**src/rtl/rgb_convolution_3x3_clamped_macros.svh**
```systemverilog
// ----------------------------------------------------------------------------
// rgb_convolution_3x3_clamped_macros
// assertion helpers for the rgb convolution block
// ----------------------------------------------------------------------------
`ifndef RGB_CONVOLUTION_3X3_CLAMPED_MACROS_SVH
`define RGB_CONVOLUTION_3X3_CLAMPED_MACROS_SVH

// same-cycle implication, clocked on i_clk, off during reset
`define RC3_ASSERT_IMP(lbl, ante, cons) \
    lbl: assert property (@(posedge i_clk) disable iff (!i_rst_n) (ante) |-> (cons)) \
        else $error("rc3 check failed");

// next-cycle implication
`define RC3_ASSERT_NXT(lbl, ante, cons) \
    lbl: assert property (@(posedge i_clk) disable iff (!i_rst_n) (ante) |=> (cons)) \
        else $error("rc3 check failed");

`endif

```
**src/rtl/rc3_pkg.sv**
```systemverilog
// ----------------------------------------------------------------------------
// rc3_pkg
// shared constants, types and helpers of the rgb 3x3 convolution block
// ----------------------------------------------------------------------------
`default_nettype none

package rc3_pkg;

    localparam int MAX_WIDTH      = 1024;
    localparam int MAX_HEIGHT     = 4096;
    localparam int COEF_FRAC_BITS = 12;
    localparam int COEF_W         = 16;
    localparam int CHAN_W         = 8;
    localparam int PIX_W          = 3 * CHAN_W;
    localparam int CHAN_MAX       = 255;
    localparam int COL_W          = $clog2(MAX_WIDTH);
    localparam int WID_W          = $clog2(MAX_WIDTH + 1);
    localparam int ROW_W          = $clog2(MAX_HEIGHT);
    localparam int HGT_W          = $clog2(MAX_HEIGHT + 1);
    localparam int PEND_W         = $clog2(MAX_WIDTH + 2);
    localparam int PROD_W         = COEF_W + CHAN_W + 1;
    localparam int RSUM_W         = PROD_W + 2;
    localparam int SUM_W          = PROD_W + 4;
    localparam int FIFO_DEPTH     = 8;
    localparam int FPTR_W         = $clog2(FIFO_DEPTH);
    localparam int FCNT_W         = $clog2(FIFO_DEPTH + 1);

    typedef enum logic [2:0] {
        CFG_FRAME_WIDTH     = 3'd0,
        CFG_FRAME_HEIGHT    = 3'd1,
        CFG_KERNEL_IS_THREE = 3'd2,
        CFG_COEF_TOP        = 3'd3,
        CFG_COEF_MIDDLE     = 3'd4,
        CFG_COEF_BOTTOM     = 3'd5
    } t_cfg_idx;

    // item handed from the input stage to the line store stage
    typedef struct packed {
        logic             valid;
        logic             is_pix;
        logic             emit;
        logic             direct;
        logic [8:0]       mask;
        logic             last;
        logic [PIX_W-1:0] px;
        logic [COL_W-1:0] addr;
    } t_issue;

    // neighbourhood ready for the multiply stage
    typedef struct packed {
        logic                  valid;
        logic                  last;
        logic [8:0]            mask;
        logic [8:0][PIX_W-1:0] win;
    } t_snap;

    typedef struct packed {
        logic              valid;
        logic              last;
        logic [CHAN_W-1:0] red;
        logic [CHAN_W-1:0] green;
        logic [CHAN_W-1:0] blue;
    } t_result;

    // truncate toward zero and clamp to the channel range
    function automatic logic [CHAN_W-1:0] clamp_chan(input logic signed [SUM_W-1:0] s);
        logic signed [SUM_W-1:0] q;
        q = s >>> COEF_FRAC_BITS;
        if (s < 0) begin
            return '0;
        end else if (q >= SUM_W'(CHAN_MAX)) begin
            return CHAN_W'(CHAN_MAX);
        end else begin
            return q[CHAN_W-1:0];
        end
    endfunction

endpackage

`default_nettype wire

```
**src/rtl/rc3_ofifo.sv**
```systemverilog
// ----------------------------------------------------------------------------
// rc3_ofifo
// result queue in front of the output channel
// ----------------------------------------------------------------------------
`default_nettype none

module rc3_ofifo
    import rc3_pkg::*;
(
    input  wire logic    i_clk,
    input  wire logic    i_rst_n,
    input  wire t_result i_res,
    input  wire logic    i_pop,
    output logic         o_valid,
    output t_result      o_head
);

    t_result             mem [FIFO_DEPTH];
    logic [FPTR_W-1:0]   r_wp, r_rp;
    logic [FCNT_W-1:0]   r_cnt;

    assign o_valid = (r_cnt != '0);
    assign o_head  = mem[r_rp];

    always_ff @(posedge i_clk) begin
        if (i_res.valid) begin
            mem[r_wp] <= i_res;
        end
    end

    always_ff @(posedge i_clk) begin
        if (!i_rst_n) begin
            r_wp  <= '0;
            r_rp  <= '0;
            r_cnt <= '0;
        end else begin
            if (i_res.valid) begin
                r_wp <= r_wp + FPTR_W'(1);
            end
            if (i_pop) begin
                r_rp <= r_rp + FPTR_W'(1);
            end
            r_cnt <= r_cnt + FCNT_W'(i_res.valid) - FCNT_W'(i_pop);
        end
    end

endmodule

`default_nettype wire
```
**config.mk**
```make
export PLATFORM = sky130hd
export DESIGN_NAME = rc3_ofifo
export DESIGN_NICKNAME = d
export VERILOG_FILES = /design/src/rtl/rgb_convolution_3x3_clamped_macros.svh /design/src/rtl/rc3_pkg.sv /design/src/rtl/rc3_ofifo.sv
export SDC_FILE = /design/constraint.sdc
export NUM_CORES = 1
export LEC_CHECK = 0
export BUFFER_PORTS_ARGS = -buffer_cell sky130_fd_sc_hd__buf_2
export CAP_MARGIN = 20
export CORE_ASPECT_RATIO = 1.4
export CORE_MARGIN = 4
export CORE_UTILIZATION = 30
export CTS_BUF_LIST = sky130_fd_sc_hd__clkbuf_16
export CTS_CLUSTER_SIZE = 10
export DETAILED_ROUTE_END_ITERATION = 10
export SKIP_LAST_GASP = 1
export SYNTH_ARGS = -nofsm -noshare
export SYNTH_HDL_FRONTEND = slang
export SYNTH_SLANG_ARGS = --single-unit
```
**constraint.sdc**
```tcl
create_clock -name i_clk -period 4.1 [get_ports i_clk]
set_clock_uncertainty 0.1 [all_clocks]
set_input_delay 0.205 -clock i_clk [delete_from_list [all_inputs] [get_ports i_clk]]
set_output_delay 0.205 -clock i_clk [all_outputs]
set_load 0.01 [all_outputs]
```
==> impl_metrics.tcl <==
set metrics [dict create \
    reg2regPathDepth 2 \
    grt_usage_pct 10.8 \
    ys_seq_elements 221 \
    r2r_start "r_wp[0]" \
    status "complete, no violations" \
    diodes 0 \
    ant_nets 0 \
    synth_fp_nets 405 \
    power_density_mw_per_mm2 481 \
    pwr-share-comb_pct 9.0 \
    route.detailed.drc 0 \
    setup_viol 0 \
    grt_pass1_wl_mm 25.4 \
    p_sw_share_pct 21.7 \
    syn_area_per_cell_um2 23.4 \
    finalHoldViolCount 0 \
    nNetsFinal 507 \
    worstHoldPathType "input pin to register" \
    chipHeight_um 208 \
    r2r_end "mem[3][22]" \
    std_cell_rows 73 \
    tns_ns 0 \
    cp_slowest_cell "dfxtp_2" \
    viasPerCell 4.50 \
    irDropWorstVdd_mv 0.285 \
    gp_congestion 0.675 \
    synth_top_area_share_pct 72.5 \
    insertion_delay_ns 0.52 \
    tritoncts "built" \
    grt_overflow 0 \
    worstMarginPinSlew_ns 1.06 \
    drt_first_pass_iters 7 \
    seqPwrFrac_pct 51.6 \
    grt_max_degree 33 \
    seq_area_frac_synth_pct 75.5 \
    cts_buffers 26 \
    path_cells "buf_12 > mux4_1 > mux2_2 > buf_2" \
    synth_edf_count 208 \
    wire_per_inst_um 19.5 \
    synth.most_common_cell "edfxtp_1" \
    synth_commonest_cells "edfxtp_1, mux4_1, mux2_2" \
    netlist_instances 368 \
    netlist_area_mm2 0.00861 \
    path_class "register to primary output" \
    switchingPower_mw 1.08 \
    start_util_pct 30.4 \
    cts_buffer_depth 3 \
    period_share_pct 73.0 \
    endpoint "o_head[1]" \
    grt_pass1_vias 4218 \
    dominantRegCellSynth "edfxtp_1" \
    max_slew_margin_pct 29.2 \
    root_buffer "clkbuf_16" \
    ctsHoldBuffers 28 \
    ys_warn_count 0 \
    fmax_mhz 334 \
    required_ns 3.80 \
    ys_types 23 \
    cts-resized-gates 0 \
    postCtsSetupBuffers 0 \
    final_util_pct 36.8 \
    crit_fanout 32 \
    async_reset_ff_share_pct 0 \
    core-area_mm2 0.0283 \
    cellLeakagePower_nw 3.51 \
    rsz0062_at_grt "no" \
    cp.arrival_ns 2.69 \
    clock-sinks 221 \
    antenna_found_initial 0 \
    setup.worst_path.start_class "register" \
    maxCapViolations 0 \
    p_int_mw 3.92 \
    port_buffers 55 \
    dieArea_mm2 0.0315 \
    ios 56 \
    vias 3890 \
    max_stage_delay_ns 0.78 \
    htree_levels 1 \
    synthToLayoutAreaGrowth_pct 20.8 \
    period_needed_ns 2.99 \
    synth_top_cell_by_area "edfxtp_1" \
    die_width_um 151 \
    clk_pin_slew_ns 0.06 \
    rrSetupSlack_ns 2.06 \
    drive_gt1_share_pct 27.1 \
    pwr-share-clk_pct 39.4 \
    cp-end-kind "primary output" \
    hpwl_mm 9.54 \
    hold_path_depth 2 \
    slew_violations 0 \
    drtIter0Drc 176 \
    wirelength_mm 16.8 \
    synth_area_leaders "edfxtp_1, mux4_1, mux2_2" \
]
layout by cell type (no fill, tap or decap), types with 6 or more instances in the layout:
cell type,synthesis,layout
buf_2,0,55
inv_1,7,26
buf_4,0,6
ha_1,7,7
mux2_2,26,26
nor2_4,0,6
edfxtp_1,208,208
and2_1,7,7
mux4_1,46,46
clkbuf_16,0,26
mux4_2,6,6
dlygate4sd3_1,0,28
dfxtp_1,13,11
worst min-delay path by stage:
stage                   from         to  slack [ns]
global placement    i_res[3]  mem[7][3]        0.36
global route        i_res[7]  mem[3][7]        0.40
CTS                 i_res[4]  mem[0][4]        0.38
finish              i_res[5]  mem[7][5]        0.39
detailed placement  i_res[9]  mem[2][9]        0.38
floorplan           i_res[0]  mem[0][0]        0.20
cells by family (layout without fill, tap and decap cells):
family	after synthesis	count (layout)	synth area share, %
compound gates	2	2	0.145
fa+ha+maj	8	8	1.25
xor+xnor	5	5	0.509
flops	221	221	75.5
mux	81	81	19.4
simple gates	28	28	1.67
buf+inv	23	145	1.53
critical path, delay by kind of cell, from the launching register on:
kind                   cells  cell delay, ns
muxes                      2            0.88
DFF                        1            0.78
buffers and inverters      2            0.47
state kept, by name, summed over array words and instances (netlist names), named ones only:
name / flops
r_rp: 3
r_cnt: 4
r_wp: 3
mem: 208
layout make-up:
type | count | area [µm²]
Clock buffer | 26 | 651
Clock inverter | 22 | 101
Fill cell | 2639 | 17900
Inverter | 7 | 26.3
Multi-Input combinational cell | 124 | 2030
Sequential cell | 221 | 6510
Tap cell | 375 | 469
Timing Repair Buffer | 90 | 621
layer usage:
metal,GRT usage (%),vias up,part of all wire [%]
li1,-,1770,-
met1,12.5,2024,40
met2,20.0,72,55
met3,1.50,24,3.2
met4,3.72,0,2.3
met5,0,-,0
stage by stage:
step	std cells	setup WS, ns	hold WS [ns]	total power, mW	area (µm²)
2_1_floorplan	368	1.26	0.204	2.90	8610
3_3_place_gp	789	1.63	0.360	3.05	9370
3_5_place_dp	789	1.58	0.379	3.07	9370
4_1_cts	865	1.02	0.382	5.07	10400
5_1_grt	865	0.946	0.400	5.21	10400
6_report	865	1.11	0.394	5.00	10400
power groups by stage:
stage	sequential, mW	clock (mW)	combinational, mW
2_1_floorplan	2.61	0	0.294
3_3_place_gp	2.62	0	0.427
3_5_place_dp	2.63	0	0.438
4_1_cts	2.58	2.02	0.462
5_1_grt	2.59	2.12	0.497
6_report	2.58	1.97	0.450
(Power assumes the default switching activity.)
